<file path="config.mk">
export PLATFORM = sky130hd
export DESIGN_NAME = mm4_out
export DESIGN_NICKNAME = d
export VERILOG_FILES = /design/src/rtl/mm4_pkg.sv /design/src/rtl/mm4_out.sv
export SDC_FILE = /design/constraint.sdc
export NUM_CORES = 1
export LEC_CHECK = 0
export BUFFER_PORTS_ARGS = -buffer_cell sky130_fd_sc_hd__buf_2
export CORE_AREA = 5 5 218 220
export DETAILED_ROUTE_END_ITERATION = 6
export DIE_AREA = 0 0 223 225
export GPL_ROUTABILITY_DRIVEN = 1
export PLACE_DENSITY = 0.38
export SKIP_LAST_GASP = 1
export SYNTH_ARGS = -nofsm -noshare
export SYNTH_HDL_FRONTEND = slang
export SYNTH_SLANG_ARGS = --single-unit
export TNS_END_PERCENT = 1
</file>
<file path="constraint.sdc">
create_clock -name clock -period 10.8 [get_ports clock]
set_input_delay 0.54 -clock clock [delete_from_list [all_inputs] [get_ports clock]]
set_output_delay 0.54 -clock clock [all_outputs]
set_load 0.05 [all_outputs]
</file>
<file path="src/rtl/mm4_pkg.sv">
// Shared types, constants and arithmetic helpers for the 4x4 Q16.16 matrix multiplier.
// No dependencies; used by mm4_cell, mm4_out and matrix_multiply_4x4.
package mm4_pkg;

   localparam int FRAC_BITS = 16;
   localparam int DATA_W    = 32;
   localparam int PROD_W    = 2 * DATA_W;
   localparam int ACC_W     = PROD_W + 2;
   localparam int ROWS      = 4;
   localparam int COLS      = 4;

   localparam logic OP_LOAD = 1'b0;
   localparam logic OP_MUL  = 1'b1;

   localparam logic [ACC_W-1:0]  ROUND_HALF = ACC_W'(1) << (FRAC_BITS - 1);
   localparam logic [DATA_W-1:0] SAT_MAX    = {1'b0, {(DATA_W-1){1'b1}}};
   localparam logic [DATA_W-1:0] SAT_MIN    = {1'b1, {(DATA_W-1){1'b0}}};

   typedef logic [ROWS-1:0][ACC_W-1:0]  acc_vec_type;
   typedef logic [ROWS-1:0][PROD_W-1:0] prod_vec_type;
   typedef logic [ROWS-1:0][DATA_W-1:0] data_vec_type;

   typedef struct packed {
      logic              valid;
      logic              op;
      logic [3:0]        load_index;
      logic [DATA_W-1:0] load_value;
      logic [1:0]        column_number;
      data_vec_type      right;
   } item_type;

   typedef struct packed {
      logic              ovf;
      logic [DATA_W-1:0] value;
   } sat_type;

   function automatic logic [PROD_W-1:0] mul_s32(input logic [DATA_W-1:0] a,
                                                 input logic [DATA_W-1:0] b);
      logic signed [PROD_W-1:0] ax;
      logic signed [PROD_W-1:0] bx;
      ax = $signed({{DATA_W{a[DATA_W-1]}}, a});
      bx = $signed({{DATA_W{b[DATA_W-1]}}, b});
      return PROD_W'(ax * bx);
   endfunction

   // acc already holds the rounding half; shift out the fraction and clamp.
   function automatic sat_type round_sat(input logic [ACC_W-1:0] acc);
      logic [ACC_W-1:0]        shifted;
      logic [ACC_W-DATA_W:0]   hi;
      sat_type                 res;
      shifted = ACC_W'($signed(acc) >>> FRAC_BITS);
      hi      = shifted[ACC_W-1:DATA_W-1];
      if ((&hi) || !(|hi)) begin
         res.ovf   = 1'b0;
         res.value = shifted[DATA_W-1:0];
      end else if (acc[ACC_W-1]) begin
         res.ovf   = 1'b1;
         res.value = SAT_MIN;
      end else begin
         res.ovf   = 1'b1;
         res.value = SAT_MAX;
      end
      return res;
   endfunction

endpackage

</file>
<file path="src/rtl/mm4_out.sv">
// Output stage: rounds, shifts and saturates the chain's sums and holds the result
// until the receiver takes it; drives the chain's advance enable. Uses mm4_pkg.
module mm4_out (
   input  logic                 clock,
   input  logic                 reset,
   input  mm4_pkg::item_type    in_item,
   input  mm4_pkg::acc_vec_type in_acc,
   input  logic                 rsp_tready,
   output logic                 advance,
   output logic                 rsp_valid,
   output logic [1:0]           rsp_column,
   output mm4_pkg::data_vec_type rsp_prod,
   output logic                 rsp_ovf
);

   logic                  valid_ff, valid_in;
   logic [1:0]            column_ff;
   mm4_pkg::data_vec_type prod_ff, prod_in;
   logic                  ovf_ff, ovf_in;
   mm4_pkg::sat_type      sat_row [mm4_pkg::ROWS];

   assign advance  = !valid_ff || rsp_tready;
   assign valid_in = in_item.valid && (in_item.op == mm4_pkg::OP_MUL);

   always_comb begin
      ovf_in = 1'b0;
      for (int r = 0; r < mm4_pkg::ROWS; r++) begin
         sat_row[r] = mm4_pkg::round_sat(in_acc[r]);
         prod_in[r] = sat_row[r].value;
         ovf_in     = ovf_in | sat_row[r].ovf;
      end
   end

   always_ff @(posedge clock) begin
      if (reset) begin
         valid_ff <= 1'b0;
      end else if (advance) begin
         valid_ff <= valid_in;
      end
   end

   always_ff @(posedge clock) begin
      if (advance) begin
         column_ff <= in_item.column_number;
         prod_ff   <= prod_in;
         ovf_ff    <= ovf_in;
      end
   end

   assign rsp_valid  = valid_ff;
   assign rsp_column = column_ff;
   assign rsp_prod   = prod_ff;
   assign rsp_ovf    = ovf_ff;

   a_ovf_means_clamp: assert property (@(posedge clock) disable iff (reset)
      (valid_ff && ovf_ff) |->
         (prod_ff[0] == mm4_pkg::SAT_MAX || prod_ff[0] == mm4_pkg::SAT_MIN ||
          prod_ff[1] == mm4_pkg::SAT_MAX || prod_ff[1] == mm4_pkg::SAT_MIN ||
          prod_ff[2] == mm4_pkg::SAT_MAX || prod_ff[2] == mm4_pkg::SAT_MIN ||
          prod_ff[3] == mm4_pkg::SAT_MAX || prod_ff[3] == mm4_pkg::SAT_MIN))
      else $error("overflow flagged without a clamped row");

   a_only_multiply: assert property (@(posedge clock) disable iff (reset)
      $rose(valid_ff) |-> $past(in_item.valid && (in_item.op == mm4_pkg::OP_MUL)))
      else $error("result raised without a multiply transfer");

endmodule
</file>
# After elaboration in Yosys (flattened, before gate mapping)

Cells that the tools add are included.

Flip-flop bits (word level): 132
Word-level logic and storage cells: 37

Muxes and demuxes: 8
Bitwise gates (word level): 3
Reduce and logical (&&, ||, !) cells: 19

Operators by type and width:

| kind                 | count |
|---|---|
| 33-bit two-way mux   | 4 |
| 32-bit two-way mux   | 4 |
| 19-bit AND reduction | 4 |
| 19-bit OR reduction  | 4 |
| 1-bit zero test      | 5 |
| 1-bit logical OR     | 5 |
| 1-bit OR             | 3 |
| 1-bit logical AND    | 1 |

# Logic depth before layout (Yosys ltp)

Gate-level depths: netlist of the first run.

Depth after elaboration: 7
Gate-level depth with buffers: 6
Gate-level depth less buffers: 5

# Least setup slack after synthesis of the first run

No wires, ideal clock.

Path type: input to output
Start point: in rsp_tready
End point: out advance
Data arrival time: 4.067 ns
Required time: 10.260 ns
Slack: 6.193 ns
Stages on the path: 1
Buffers on the path: 0
Cell sequence: nand2b_1

Cells in the longest elaborated chain, start to end: 1

RTL lines:

| element            | line          | source |
|---|---|---|
| start: declaration | mm4_out.sv:8  | `input logic rsp_tready,` |
| 1-bit logical OR   | mm4_out.sv:22 | `assign advance = !valid_ff \|\| rsp_tready;` |
| end: declaration   | mm4_out.sv:9  | `output logic advance,` |

Every way passes these cells.

# Worst setup path in the final report of the first run

Start point: reg valid_ff (netlist: rsp_valid)
End point: out advance

Cells in the longest elaborated chain, start to end: 2

RTL lines:

| element                  | line          | source |
|---|---|---|
| start: declaration       | mm4_out.sv:16 | `logic valid_ff, valid_in;` |
| start signal: assignment | mm4_out.sv:38 | `valid_ff <= valid_in;` |
| 1-bit zero test          | mm4_out.sv:22 |  |
| 1-bit logical OR         | mm4_out.sv:22 |  |

Every way passes these cells.

==> results.md, run 1 <==
- The flow ran to the end, and the final reports show no timing, DRC or antenna violations.
- The shortest period the worst path allows is 2.55 ns.
- After filler insertion, the fill cell instance count of the layout stands at 5054.
- The share of final-layout standard cells stronger than drive strength 1 is 59.6%.
- The worst setup slack after layout is 8.25 ns.
- In this run the power density over the cells is 166 mW/mm2.
- Setup repair after global routing left no endpoint under its margin.
- In the final layout, the multi-input gates occupy 0.00139 mm2.
- The die covers 0.0502 mm2.
- The placeable core region is 0.0451 mm2.
- For this run, the detailed router's first-pass iteration total came to 4.
- The commonest cells after synthesis are 131 x sky130_fd_sc_hd__edfxtp_1, 99 x sky130_fd_sc_hd__a21o_1, 25 x sky130_fd_sc_hd__a21o_2, 21 x sky130_fd_sc_hd__nand4_1, 19 x sky130_fd_sc_hd__nor4_1.
- The share of async-settable or async-resettable flops after synthesis is 0%.
- The relative slew slack is 31.3%.
- The tool flagged a number of max-cap violations equal to 0.
- The count of final max-slew check failures is 0.
- Using the TritonRoute via totals, the vias-per-cell ratio works out to 3.46.
- The count of antenna-violating nets left after detailed routing is 0.
- After detailed routing, the number of remaining DRC violations is 0.
- Buffers added to address setup during post-CTS repair amount to 0.
- The start-to-end type of the worst setup path is register to output port.
- The final-report hold violation count is 0.
- The signal on the critical path passes through nand2b_4 > buf_4 > buf_2.
- Counting every net in the synthesized netlist gives 777.
- The total congestion overflow after global routing is 0.
- The start point of the critical path is rsp_valid.
- The biggest area contributor in the post-synthesis netlist is sky130_fd_sc_hd__edfxtp_1.
- The maximum level of the CTS H-tree is 4.
- The largest individual stage delay along the critical path comes from the cell sky130_fd_sc_hd__buf_4.
- Measured along the y axis, the die boundary spans 225 um.
- The wire length after detailed routing is 22.6 mm.
- The clock insertion delay at the later pin of the skew report is 0.44 ns.
- The critical path ends at advance.
- The total track usage is 8.72%.
- The number of antenna violations at the first check in global routing is 3.
- IR analysis of the VDD net gives a maximum drop of 0.0926 mV.
- The register bit count reported by yosys is 132.
- The worst register-to-register path has a depth of 2.
- The worst setup path is launched from a register.
- In this run, post-CTS repair resized a total of 0 instances.
- Relative to the synthesized area, the layout overhead comes to 51.9%.
- In this run, CTS created clock tree buffers numbering 17.
- The worst register-to-register path has a setup slack of 8.89 ns.
- After synthesis, the netlist uses 19 different library cells.
- The worst hold path was traced through 2 stages.
- The count of hold-fix buffers inserted at cts is 0.
- Of the synthesized area, sequential elements account for 71.8%.
- In the synthesized netlist the dominant register cell turns out to be sky130_fd_sc_hd__edfxtp_1.
- For this design the static power due to leakage is 3.93 nW.
- The worst-case clock buffer depth is 2.
- The total of buffers placed on input and output ports is 339.
- Data arrives at the worst endpoint at 2.01 ns.
- The netlist area before placement is 0.00551 mm2.
- The worst register-to-register path begins at rsp_valid.
- The mean routed wirelength per cell is 17.5 um.
- The antenna diode instance count is 0.
- The violation count after the first detailed-routing iteration is 181.
- Yosys printed 0 warnings.
- The average size of a mapped cell is 16.1 um2.
- The first global-routing pass estimated 31.6 mm of wire.
- The total vias in the final route is 4463.
- After layout, the worst path uses 23.6% of the clock period.
- For the final routed database, the setup TNS stands at 0 ns.
- The critical path's largest stage delay is 0.52 ns.
- Yosys instantiated no cell more often than sky130_fd_sc_hd__edfxtp_1.
- The die extent in x is 223 um.
- Entering global routing, the biggest net connects 74 pins.
- Yosys attributes the largest share of cell area to sky130_fd_sc_hd__edfxtp_1 71%, sky130_fd_sc_hd__a21o_1 13%, sky130_fd_sc_hd__a21o_2 4.0%.
- The required arrival time at the worst endpoint is 10.26 ns.
- The worst setup path is captured at an output port.
- The worst slack at placement is 8.21 ns.
- Counting flops with a built-in enable in the synthesized netlist gives 131.
- TritonCTS built the clock tree.
- For the pin with the worst max-slew slack, the measured transition is 1.03 ns.
- The largest fanout on the critical path is 40.
- The I/O pin count is 568.
- The number of global-route vias before repair is 4738.
- In this run the worst hold path is classified as input port to register.
- The achievable clock frequency is 0.392 GHz.
- The initial core utilization is 12.2%.
- The cell count after synthesis came out at 342.
- The endpoint of the worst-slack reg-to-reg timing path is rsp_prod[116].
- The area share of the largest cell type after synthesis is 71.4%.
- The final layout contains 1113 nets.
- The standard-cell row count is 78.
- The final weighted congestion of routability-driven global placement is 0.884.
- The clock arrives with 0.00699 ns of skew.
- The clock input transition at the sequential cells of the worst setup and hold paths is 0.06 ns.
- The wire-length estimate of the detail-placed layout is 17.2 mm.
- Across the whole layout, storage elements account for 0.00395 mm2.
- Setup violations remaining at the end of the flow were counted as 0.
- The tree built by TritonCTS fans out to 132 sinks.
- The root buffer selected by CTS is sky130_fd_sc_hd__clkbuf_16.
==> worst max-delay path: cells and delay by family, from the launching register on <==
family / cells / cell delay [ns]
DFF: 1 / 0.34
buffers and inverters: 2 / 0.89
and+or+nand+nor: 1 / 0.27
==> sequential cells by signal, summed over array words and instances (netlist names) <==
register / flops
rsp_valid: 1
rsp_column: 2
rsp_ovf: 1
rsp_prod: 128
==> how the worst min path moves through the flow <==
stage | start | endpoint | slack [ns]
2_1_floorplan | reset | rsp_valid | 0.61
3_3_place_gp | reset | rsp_valid | 0.70
3_5_place_dp | reset | rsp_valid | 0.70
4_1_cts | reset | rsp_valid | 0.19
5_1_grt | reset | rsp_valid | 0.20
6_report | reset | rsp_valid | 0.24
==> power breakdown <==
group	internal, mW	switching [mW]
clock	0.295	0.243
sequential	0.600	0.00864
combinational	0.0651	0.177
==> per-layer routing <==
metal | global-route usage, % | up-vias | part of all wire, %
met5 | 0 | - | 0.093
met3 | 5.33 | 23 | 13
met4 | 2.92 | 4 | 1.5
met2 | 13.5 | 252 | 45
met1 | 10.0 | 2128 | 41
li1 | - | 2056 | -
==> cell families (layout without fill, tap and decap cells) <==
logic type      count (synthesis)  count (layout)  share of synthesized area [%]
compound gates                130             130                           18.6
buf+inv                        28             377                           3.54
flops                         132             132                           71.8
simple gates                   52              52                           6.09
==> area by class of cell <==
type	count	area share, %
Tap cell	600	8.97
Timing Repair Buffer	345	20.8
Clock buffer	18	5.13
Sequential cell	132	47.3
Multi-Input combinational cell	182	16.6
Clock inverter	14	1.26
==> per-stage QoR <==
step | instance area [um2] | instances | total power, mW | utilization (%) | hold slack [ns]
2_1_floorplan | 5510 | 342 | 0.772 | - | 0.609
3_3_place_gp | 7830 | 1259 | 0.865 | 17.4 | 0.699
3_5_place_dp | 7830 | 1259 | 0.865 | 17.4 | 0.697
4_1_cts | 8370 | 1291 | 1.42 | 18.6 | 0.186
5_1_grt | 8370 | 1291 | 1.46 | 18.6 | 0.205
6_report | 8370 | 1291 | 1.39 | 18.6 | 0.242
==> cells in the final DEF, fill, tap and decap left out <==
master	instances
sky130_fd_sc_hd__dfxtp_1	1
sky130_fd_sc_hd__a21o_2	25
sky130_fd_sc_hd__nand2_1	1
sky130_fd_sc_hd__nor4_2	4
sky130_fd_sc_hd__clkinvlp_4	3
sky130_fd_sc_hd__nand4_1	21
sky130_fd_sc_hd__nor2_2	3
sky130_fd_sc_hd__a21o_1	99
sky130_fd_sc_hd__a31o_2	1
sky130_fd_sc_hd__nor2_1	2
sky130_fd_sc_hd__clkbuf_1	1
sky130_fd_sc_hd__clkbuf_16	17
sky130_fd_sc_hd__nand2b_4	1
sky130_fd_sc_hd__buf_2	339
sky130_fd_sc_hd__and3_1	1
sky130_fd_sc_hd__clkinv_4	4
sky130_fd_sc_hd__nor4_1	19
sky130_fd_sc_hd__edfxtp_1	131
sky130_fd_sc_hd__a21oi_1	1
sky130_fd_sc_hd__buf_4	6
sky130_fd_sc_hd__clkinv_1	2
sky130_fd_sc_hd__clkinv_2	1
sky130_fd_sc_hd__a311oi_4	1
sky130_fd_sc_hd__a41o_2	3
sky130_fd_sc_hd__inv_6	4
(Power assumes the default switching activity.)
==> run 2: changes to the inputs <==
--- a/config.mk
+++ b/config.mk
@@ -5,12 +5,13 @@
 export SDC_FILE = /design/constraint.sdc
 export NUM_CORES = 1
 export LEC_CHECK = 0
+export ABC_AREA = 1
 export BUFFER_PORTS_ARGS = -buffer_cell sky130_fd_sc_hd__buf_2
-export CORE_AREA = 5 5 218 220
+export CORE_AREA = 5 5 219 221
 export DETAILED_ROUTE_END_ITERATION = 6
-export DIE_AREA = 0 0 223 225
+export DIE_AREA = 0 0 224 226
 export GPL_ROUTABILITY_DRIVEN = 1
-export PLACE_DENSITY = 0.38
+export PLACE_DENSITY = 0.4
 export SKIP_LAST_GASP = 1
 export SYNTH_ARGS = -nofsm -noshare
 export SYNTH_HDL_FRONTEND = slang
==> constraint.sdc (replaced) <==
create_clock -name clock -period 2.3 [get_ports clock]
set_input_delay 0.115 -clock clock [delete_from_list [all_inputs] [get_ports clock]]
set_output_delay 0.115 -clock clock [all_outputs]
set_load 0.05 [all_outputs]
==> results.md, run 2 <==
- The count of final max-slew check failures came to 0 (unchanged).
- The part of the Yosys area used for sequential elements came to 68.2% (was 71.8%).
- The placeable core region is 0.0460 mm2 (was 0.0451 mm2).
- The launch point of the worst hold path is rsp_tready (was reset).
- The netlist area before placement is 0.00579 mm2 (was 0.00551 mm2).
- The flip-flop count of the largest register, all copies and words added is 128 (unchanged).
- The number of vias per cell is 3.37 (was 3.46).
- The final weighted congestion of routability-driven global placement came to 0.854 (was 0.884).
- The final core area utilization is 21.9% (was 18.6%).
- The wire length of the first global-routing pass is 33.9 mm (was 31.6 mm).
- The maximum level of the CTS H-tree is 4 (unchanged).
- The data arrival time of the worst path was 1.88 ns (was 2.01 ns).
- The main flop type after synthesis is sky130_fd_sc_hd__edfxtp_1 (unchanged).
- The distinct cell type count of the synthesized netlist is 18 (was 19).
- The worst-case reg-to-reg path depth is 3 (was 2).
- The transition time at the pin with the least slew margin is 0.622 ns (was 1.03 ns).
- The clock period could shrink to 1.70 ns.
- The total DRC errors in the routed layout is 0 (unchanged).
- The violation count after the first detailed-routing iteration is 188 (was 181).
- The number of buffers created by CTS is 17 (unchanged).
- The instance count along the most critical hold path was 3 (was 2).
- The worst hold-check path type is input port to register (unchanged).
- The net count of the finished layout is 1453 (was 1113).
- The endpoint of the worst hold-timing path is rsp_prod[19] (was rsp_valid).
- The endpoint of the worst-slack reg-to-reg timing path is rsp_valid (was rsp_prod[116]).
- The number of clock sinks is 132 (unchanged).
- The I/O pin count is 568 (unchanged).
- The worst-case clock buffer depth is 2 (unchanged).
- Dividing the final minimum period by the clock period gives 73.8%.
- Cell types occupying the most area after synthesis: sky130_fd_sc_hd__edfxtp_1 68%, sky130_fd_sc_hd__nand2_1 19%, sky130_fd_sc_hd__buf_6 3.5% (was sky130_fd_sc_hd__edfxtp_1 71%, sky130_fd_sc_hd__a21o_1 13%, sky130_fd_sc_hd__a21o_2 4.0%).
- The most common library cell in the layout ignoring fill and taps is sky130_fd_sc_hd__buf_2 (unchanged).
- The total of buffers placed on input and output ports is 339 (unchanged).
- Cell Chain, Critical Path: dlygate4sd3_1 > buf_2 > inv_1 > nand2_1 > nor2_1 > nand3_2 > nand3_2 > buf_4 > nand2_1 (was nand2b_4 > buf_4 > buf_2).
- The share of final-layout standard cells stronger than drive strength 1 came to 38.4% (was 59.6%).
- The full die area is 0.0506 mm2 (was 0.0502 mm2).
- The iteration count of the initial detailed-routing pass was 5 (was 4).
- The startpoint kind of the worst setup timing path is an input port (was register).
- The share of async-settable or async-resettable flops after synthesis came to 0% (unchanged).
- The critical path's largest stage delay was 0.53 ns (was 0.52 ns).
- The dominant cell type by area after synthesis is sky130_fd_sc_hd__edfxtp_1 (unchanged).
- The start-to-end type of the worst setup path is input port to register (was register to output port).
- The number of global-route vias before repair was 5828 (was 4738).
- The required arrival time at the worst endpoint is 2.49 ns (was 10.26 ns).
- The total track usage was 9.06% (was 8.72%).
- The die extent in x is 224 um (was 223 um).
- The largest net degree at the start of global routing was 45 (was 74).
- The total congestion overflow after global routing is 0 (unchanged).
- The achievable clock frequency is 0.589 GHz.
- The number of nets produced by synthesis is 982 (was 777).
- The clock insertion delay at the later pin of the skew report came to 0.45 ns (was 0.44 ns).
- The max capacitance violation total came to 0 (unchanged).
- The number of instances resized during post-cts repair is 0 (unchanged).
- The endpoint type of the worst setup path is a register (was output port).
- The average size of a mapped cell came to 10.6 um2 (was 16.1 um2).
- The area growth from synthesis to final layout is 73.5% (was 51.9%).
- Ranking of synthesized cells by instance count: 293 x sky130_fd_sc_hd__nand2_1, 131 x sky130_fd_sc_hd__edfxtp_1, 50 x sky130_fd_sc_hd__nor2_1, 18 x sky130_fd_sc_hd__buf_6, 8 x sky130_fd_sc_hd__nand4_1 (was 131 x sky130_fd_sc_hd__edfxtp_1, 99 x sky130_fd_sc_hd__a21o_1, 25 x sky130_fd_sc_hd__a21o_2, 21 x sky130_fd_sc_hd__nand4_1, 19 x sky130_fd_sc_hd__nor4_1).
- Run status: completed (unchanged).
- The die height is 226 um (was 225 um).
- The area share of the largest cell type after synthesis came to 67.9% (was 71.4%).
- The relative slew slack is 58.5% (was 31.3%).
- The number of antenna violations at the first check in global routing is 1 (was 3).
- The standard-cell row count is 79 (was 78).
- The gate count of the mapped netlist is 547 (was 342).
- The count of antenna-violating nets left after detailed routing is 0 (unchanged).
- The largest delay contributor family on the critical path is buffers and inverters (unchanged).
- The final-report hold violation count came to 0 (unchanged).
- The placed wire-length estimate is 18.0 mm (was 17.2 mm).
- Unrepaired setup endpoints after global routing: no (unchanged).
- The worst vdd rail ir drop came to 0.538 mV (was 0.0926 mV).
- The buffering stage count on the worst path with inverters included is 4 (was 2).
- Leading cell types in the layout, fill and taps excluded: 339 x sky130_fd_sc_hd__buf_2, 292 x sky130_fd_sc_hd__nand2_1, 132 x sky130_fd_sc_hd__dlygate4sd3_1, 131 x sky130_fd_sc_hd__edfxtp_1, 50 x sky130_fd_sc_hd__nor2_1 (was 339 x sky130_fd_sc_hd__buf_2, 131 x sky130_fd_sc_hd__edfxtp_1, 99 x sky130_fd_sc_hd__a21o_1, 25 x sky130_fd_sc_hd__a21o_2, 21 x sky130_fd_sc_hd__nand4_1).
- The clock input transition at the sequential cells of the worst setup and hold paths came to 0.07 ns (was 0.06 ns).
- The setup total negative slack is 0 ns (unchanged).
- The root buffer selected by CTS was sky130_fd_sc_hd__clkbuf_16 (unchanged).
- The startpoint of the worst-slack reg-to-reg timing path is rsp_valid (unchanged).
- The mean routed wirelength per cell was 14.3 um (was 17.5 um).
- The number of enable flip-flop cells after synthesis is 131 (unchanged).
- The total vias in the final route is 5521 (was 4463).
- The static leakage was 4.41 nW (was 3.93 nW).
- The number of setup violations in the final report is 0 (unchanged).
- The largest fanout on the critical path came to 21 (was 40).
- The register bit count reported by yosys is 132 (unchanged).
- The synthesis warning total came to 0 (unchanged).
- The count of fill cells added during filler insertion was 5049 (was 5054).
- The wire length after detailed routing came to 23.5 mm (was 22.6 mm).
- The leading cell type by number of instances after synthesis is sky130_fd_sc_hd__nand2_1 (was sky130_fd_sc_hd__edfxtp_1).
- The cell at the slowest stage of the critical path is sky130_fd_sc_hd__dlygate4sd3_1 (was sky130_fd_sc_hd__buf_4).
- The register-to-register path setup slack is 0.82 ns (was 8.89 ns).
- The worst setup skew after layout came to 0.00831 ns (was 0.00699 ns).
- The ratio of total power to cell area was 703 mW/mm2 (was 166 mW/mm2).
- The initial core utilization was 12.6% (was 12.2%).
- The clock tree from TritonCTS is yes (unchanged).
## run 2: changes by cell type after synthesis, sizes merged, moves of 6 or more
cell / before / now
nand3: 0 / 11
inv: 0 / 6
nor2: 5 / 56
or2: 0 / 6
a21o: 124 / 0
nand2: 1 / 297
nand4: 21 / 8
nor4: 23 / 0
## run 2: report_power, final
part | total (mW) | switching (mW) | leakage [nW] | internal (mW)
Clock | 2.92 | 1.18 | 0.302 | 1.73
Sequential | 2.85 | 0.0384 | 1.38 | 2.81
Combinational | 1.30 | 0.873 | 2.73 | 0.426
Total | 7.07 | 2.10 | 4.41 | 4.97
## run 2: through the flow
stage          worst slack [ns]  instances  total power, mW  area, um2  hold WS (ns)
5_1_grt                   0.440       1639             7.39      10100         0.354
4_1_cts                   0.564       1638             7.23      10000         0.328
6_report                  0.602       1639             7.07      10100         0.325
3_5_place_dp              0.542       1474             4.04       8110         0.276
2_1_floorplan             0.227        547             3.61       5800         0.184
3_3_place_gp              0.565       1474             4.04       8110         0.274
## run 2: kinds of logic (layout without fill, tap and decap cells)
group / after synthesis / count (layout) / synth area share, %
AND/OR/NAND/NOR: 380 / 380 / 26.8
flip-flops: 132 / 132 / 68.2
buffers and inverters: 34 / 518 / 4.92
AO/OA/AOI/OAI: 1 / 1 / 0.0863
other: 0 / 1 / 0
## run 2: final cells by class
cell class | count | area [um2] | area share (%)
flip-flops and latches | 132 | 3950 | 39.3
repair buffers | 480 | 3120 | 31.1
multi-input cells | 381 | 1570 | 15.6
well taps | 607 | 759 | 7.56
clock buffers | 17 | 425 | 4.23
clock inverters | 15 | 193 | 1.92
inverters | 6 | 22.5 | 0.224
diodes | 1 | 2.50 | 0.0249
## run 2: how the worst max path moves through the flow
stage	slack, ns	end	from	cells past startpoint
after floorplan	0.23	rsp_column[0]	rsp_valid	1
after global placement	0.56	rsp_prod[89]	in_acc[182]	7
after detailed placement	0.54	rsp_prod[91]	in_acc[182]	7
after CTS	0.56	rsp_prod[91]	in_acc[197]	9
after global routing	0.44	rsp_prod[86]	in_acc[197]	9
final	0.60	rsp_prod[72]	in_acc[197]	9
## run 2: timing repair
action                    4_1_cts  5_1_grt
hold endpoints to repair      131        0
buffers inserted                0        0
hold buffers                  132        0
## run 2: tightest hold or removal path: stages
cell,delay (ns)
sky130_fd_sc_hd__buf_2,0.08
sky130_fd_sc_hd__inv_1,0.08
sky130_fd_sc_hd__nand2_8,0.28
## run 2: layer usage
layer	vias to the layer above	GRT usage, %	share of wire, %
met2	270	14.3	45
met4	0	2.71	1.4
met5	-	0	0
met1	2506	10.5	42
li1	2731	-	-
met3	14	5.12	12
==> run 3: changes to the inputs <==
--- a/config.mk
+++ b/config.mk
@@ -7,11 +7,11 @@
 export LEC_CHECK = 0
 export ABC_AREA = 1
 export BUFFER_PORTS_ARGS = -buffer_cell sky130_fd_sc_hd__buf_2
-export CORE_AREA = 5 5 219 221
+export CORE_AREA = 5 5 216 218
 export DETAILED_ROUTE_END_ITERATION = 6
-export DIE_AREA = 0 0 224 226
+export DIE_AREA = 0 0 221 223
 export GPL_ROUTABILITY_DRIVEN = 1
-export PLACE_DENSITY = 0.4
+export PLACE_DENSITY = 0.39
 export SKIP_LAST_GASP = 1
 export SYNTH_ARGS = -nofsm -noshare
 export SYNTH_HDL_FRONTEND = slang
==> constraint.sdc (replaced) <==
create_clock -name clock -period 1.7 [get_ports clock]
set_input_delay 0.085 -clock clock [delete_from_list [all_inputs] [get_ports clock]]
set_output_delay 0.085 -clock clock [all_outputs]
set_load 0.05 [all_outputs]
==> results.md, run 3 (same netlist as run 2, synthesis figures left out) <==
- The relative slew slack is 76.3% (was 58.5%).
- The data arrival time of the worst path is 1.82 ns (was 1.88 ns).
- The final weighted congestion of routability-driven global placement was 0.805 (was 0.854).
- The met3 wire length came to 2.20 mm (was 2.86 mm).
- The initial core utilization is 13.0% (was 12.6%).
- The total congestion overflow after global routing came to 0 (unchanged).
- The I/O pin count is 568 (unchanged).
- The startpoint kind of the worst setup timing path was a register (was input port).
- The transition time at the pin with the least slew margin is 0.353 ns (was 0.622 ns).
- The met1 wire length is 9.99 mm (was 9.83 mm).
- The number of standard cells in the layout, taps in and fillers out came to 1641 (was 1639).
- The number of instances in the placed design is 1475 (was 1474).
- The worst setup path endpoint is rsp_valid (was rsp_prod[72]).
- The clock input transition at the sequential cells of the worst setup and hold paths came to 0.06 ns (was 0.07 ns).
- The mean routed wirelength per cell is 14.5 um (was 14.3 um).
- The wire length of the first global-routing pass is 36.3 mm (was 33.9 mm).
- The count of final max-slew check failures is 0 (unchanged).
- The uppermost signal routing layer after detailed routing is met4 (unchanged).
- The clock insertion delay at the later pin of the skew report is 0.44 ns (was 0.45 ns).
- The start-to-end type of the worst setup path is register to register (was input port to register).
- The number of vias per cell is 3.39 (was 3.37).
- The placeable core region came to 0.0447 mm2 (was 0.0460 mm2).
- The die height is 223 um (was 226 um).
- The worst setup skew after layout is 0.00525 ns (was 0.00831 ns).
- The clock tree from TritonCTS is yes (unchanged).
- The fraction of power spent switching nets is 28.9% (was 29.7%).
- The max capacitance violation total was 0 (unchanged).
- The die extent in x was 221 um (was 224 um).
- The placed wire-length estimate was 18.5 mm (was 18.0 mm).
- The total track usage was 9.74% (was 9.06%).
- For this run, the top clock speed supported by timing is 0.670 GHz.
- The number of global-route vias before repair was 6045 (was 5828).
- The worst vdd rail ir drop is 0.524 mV (was 0.538 mV).
- Unrepaired setup endpoints after global routing: no (unchanged).
- The violation count after the first detailed-routing iteration is 179 (was 188).
- The startpoint of the worst-slack reg-to-reg timing path is rsp_valid (unchanged).
- The most common library cell in the layout ignoring fill and taps was sky130_fd_sc_hd__buf_2 (unchanged).
- The static leakage is 4.45 nW (was 4.41 nW).
- The number of clock sinks is 132 (unchanged).
- The number of setup violations in the final report was 0 (unchanged).
- The worst-case reg-to-reg path depth is 4 (was 3).
- The start point of the critical path is rsp_valid (was in_acc[197]).
- The setup total negative slack is 0 ns (unchanged).
- Leading cell types in the layout, fill and taps excluded: 339 x sky130_fd_sc_hd__buf_2, 292 x sky130_fd_sc_hd__nand2_1, 132 x sky130_fd_sc_hd__dlygate4sd3_1, 131 x sky130_fd_sc_hd__edfxtp_1, 50 x sky130_fd_sc_hd__nor2_1 (unchanged).
- The endpoint type of the worst setup path is a register (unchanged).
- The full die area is 0.0493 mm2 (was 0.0506 mm2).
- The endpoint of the worst-slack reg-to-reg timing path is rsp_valid (unchanged).
- The iteration count of the initial detailed-routing pass is 4 (was 5).
- The internal power came to 6.68 mW (was 4.97 mW).
- The share of final-layout standard cells stronger than drive strength 1 came to 38.8% (was 38.4%).
- The met2 routed wirelength is 11.0 mm (was 10.5 mm).
- The final-report hold violation count was 0 (unchanged).
- The worst-case clock buffer depth is 2 (unchanged).
- The root buffer selected by CTS was sky130_fd_sc_hd__clkbuf_16 (unchanged).
- The register-to-register path setup slack is 0.21 ns (was 0.82 ns).
- The total vias in the final route is 5557 (was 5521).
- The count of antenna-violating nets left after detailed routing is 0 (unchanged).
- The total of buffers placed on input and output ports was 339 (unchanged).
- The largest fanout on the critical path came to 51 (was 21).
- The net count of the finished layout is 1461 (was 1453).
- The number of antenna violations at the first check in global routing is 2 (was 1).
- The area growth from synthesis to final layout came to 75.2% (was 73.5%).
- The register share of total power is 41.2% (was 40.3%).
- The count of fill cells added during filler insertion is 4977 (was 5049).
- The required arrival time at the worst endpoint came to 2.02 ns (was 2.49 ns).
- The largest net degree at the start of global routing is 58 (was 45).
- Run status: completed (unchanged).
- The wire length after detailed routing is 23.9 mm (was 23.5 mm).
- The combinational share of power was 18.7% (was 18.4%).
- After layout, the worst path uses 87.8% of the clock period.
- The worst hold-check path type is input port to register (unchanged).
- The ratio of total power to cell area is 926 mW/mm2 (was 703 mW/mm2).
- The switching power is 2.71 mW (was 2.10 mW).
- The worst path needs 1.49 ns of the cycle, external delays included.
- The maximum level of the CTS H-tree came to 4 (unchanged).
- The standard-cell row count came to 78 (was 79).
- The total DRC errors in the routed layout came to 0 (unchanged).
- The final core area utilization came to 22.7% (was 21.9%).
- The flip-flop count of the largest register, all copies and words added was 128 (unchanged).
- The clock network power share is 40.1% (was 41.3%).
- The number of buffers created by CTS is 17 (unchanged).
## run 3: cell count changes in the layout (fill, tap and decap cells not counted), sizes merged
cell      delta
buf          +8
diode        +1
clkinv       +2
clkinvlp     +2
clkbuf       +1
inv          -5
## run 3: metrics by stage
stage                     hold slack [ns]  setup slack (ns)  cell area (um2)  power, mW
final                               0.246             0.208            10200       9.40
after global routing                0.253             0.121            10100       9.88
after CTS                           0.232             0.156            10100       9.62
after detailed placement            0.244             0.160             8240       5.48
after global placement              0.238             0.178             8240       5.47
after floorplan                     0.147             0.190             5810       4.88
## run 3: power groups by stage
stage | clock network (mW) | logic (mW) | registers (mW)
finish | 3.77 | 1.76 | 3.87
global route | 4.11 | 1.87 | 3.89
CTS | 3.96 | 1.78 | 3.88
detailed placement | 0 | 1.53 | 3.94
global placement | 0 | 1.54 | 3.94
floorplan | 0 | 0.201 | 4.68
## run 3: repair_timing
action,in CTS,in global routing
hold endpoints to repair,131,0
resized for setup,0,0
setup buffers,0,0
hold buffers,132,0
setup endpoints to repair,0,0
## run 3: area by class of cell
cell class / instances / area [um2] / share of cell area, %
flip-flops and latches: 132 / 3960 / 39.0
repair buffers: 488 / 3260 / 32.1
multi-input cells: 381 / 1570 / 15.5
well taps: 600 / 751 / 7.39
clock buffers: 18 / 429 / 4.23
clock inverters: 14 / 161 / 1.59
inverters: 6 / 22.5 / 0.222
diodes: 2 / 5.00 / 0.0493
## run 3: critical path, stage by stage (launching register included)
cell                            delay (ns)
sky130_fd_sc_hd__dfxtp_2              0.35
sky130_fd_sc_hd__nand2_8              0.09
sky130_fd_sc_hd__buf_12               0.26
sky130_fd_sc_hd__a21oi_1              0.10
sky130_fd_sc_hd__dlygate4sd3_1        0.56
## run 3: worst min path at each step
| stage | cells after the start | startpoint | slack [ns] | end |
|---|---|---|---|---|
| floorplan | 1 | reset | 0.15 | rsp_valid |
| global route | 4 | rsp_tready | 0.25 | rsp_prod[34] |
| global placement | 2 | reset | 0.24 | rsp_valid |
| CTS | 4 | rsp_tready | 0.23 | rsp_prod[34] |
| detailed placement | 2 | reset | 0.24 | rsp_valid |
| finish | 4 | rsp_tready | 0.25 | rsp_prod[34] |
## run 3: per-layer routing
metal / vias to the layer above / GRT usage, %
met5: - / 0
met4: 0 / 3.98
met3: 35 / 4.66
met2: 234 / 15.6
met1: 2537 / 11.2
li1: 2751 / -
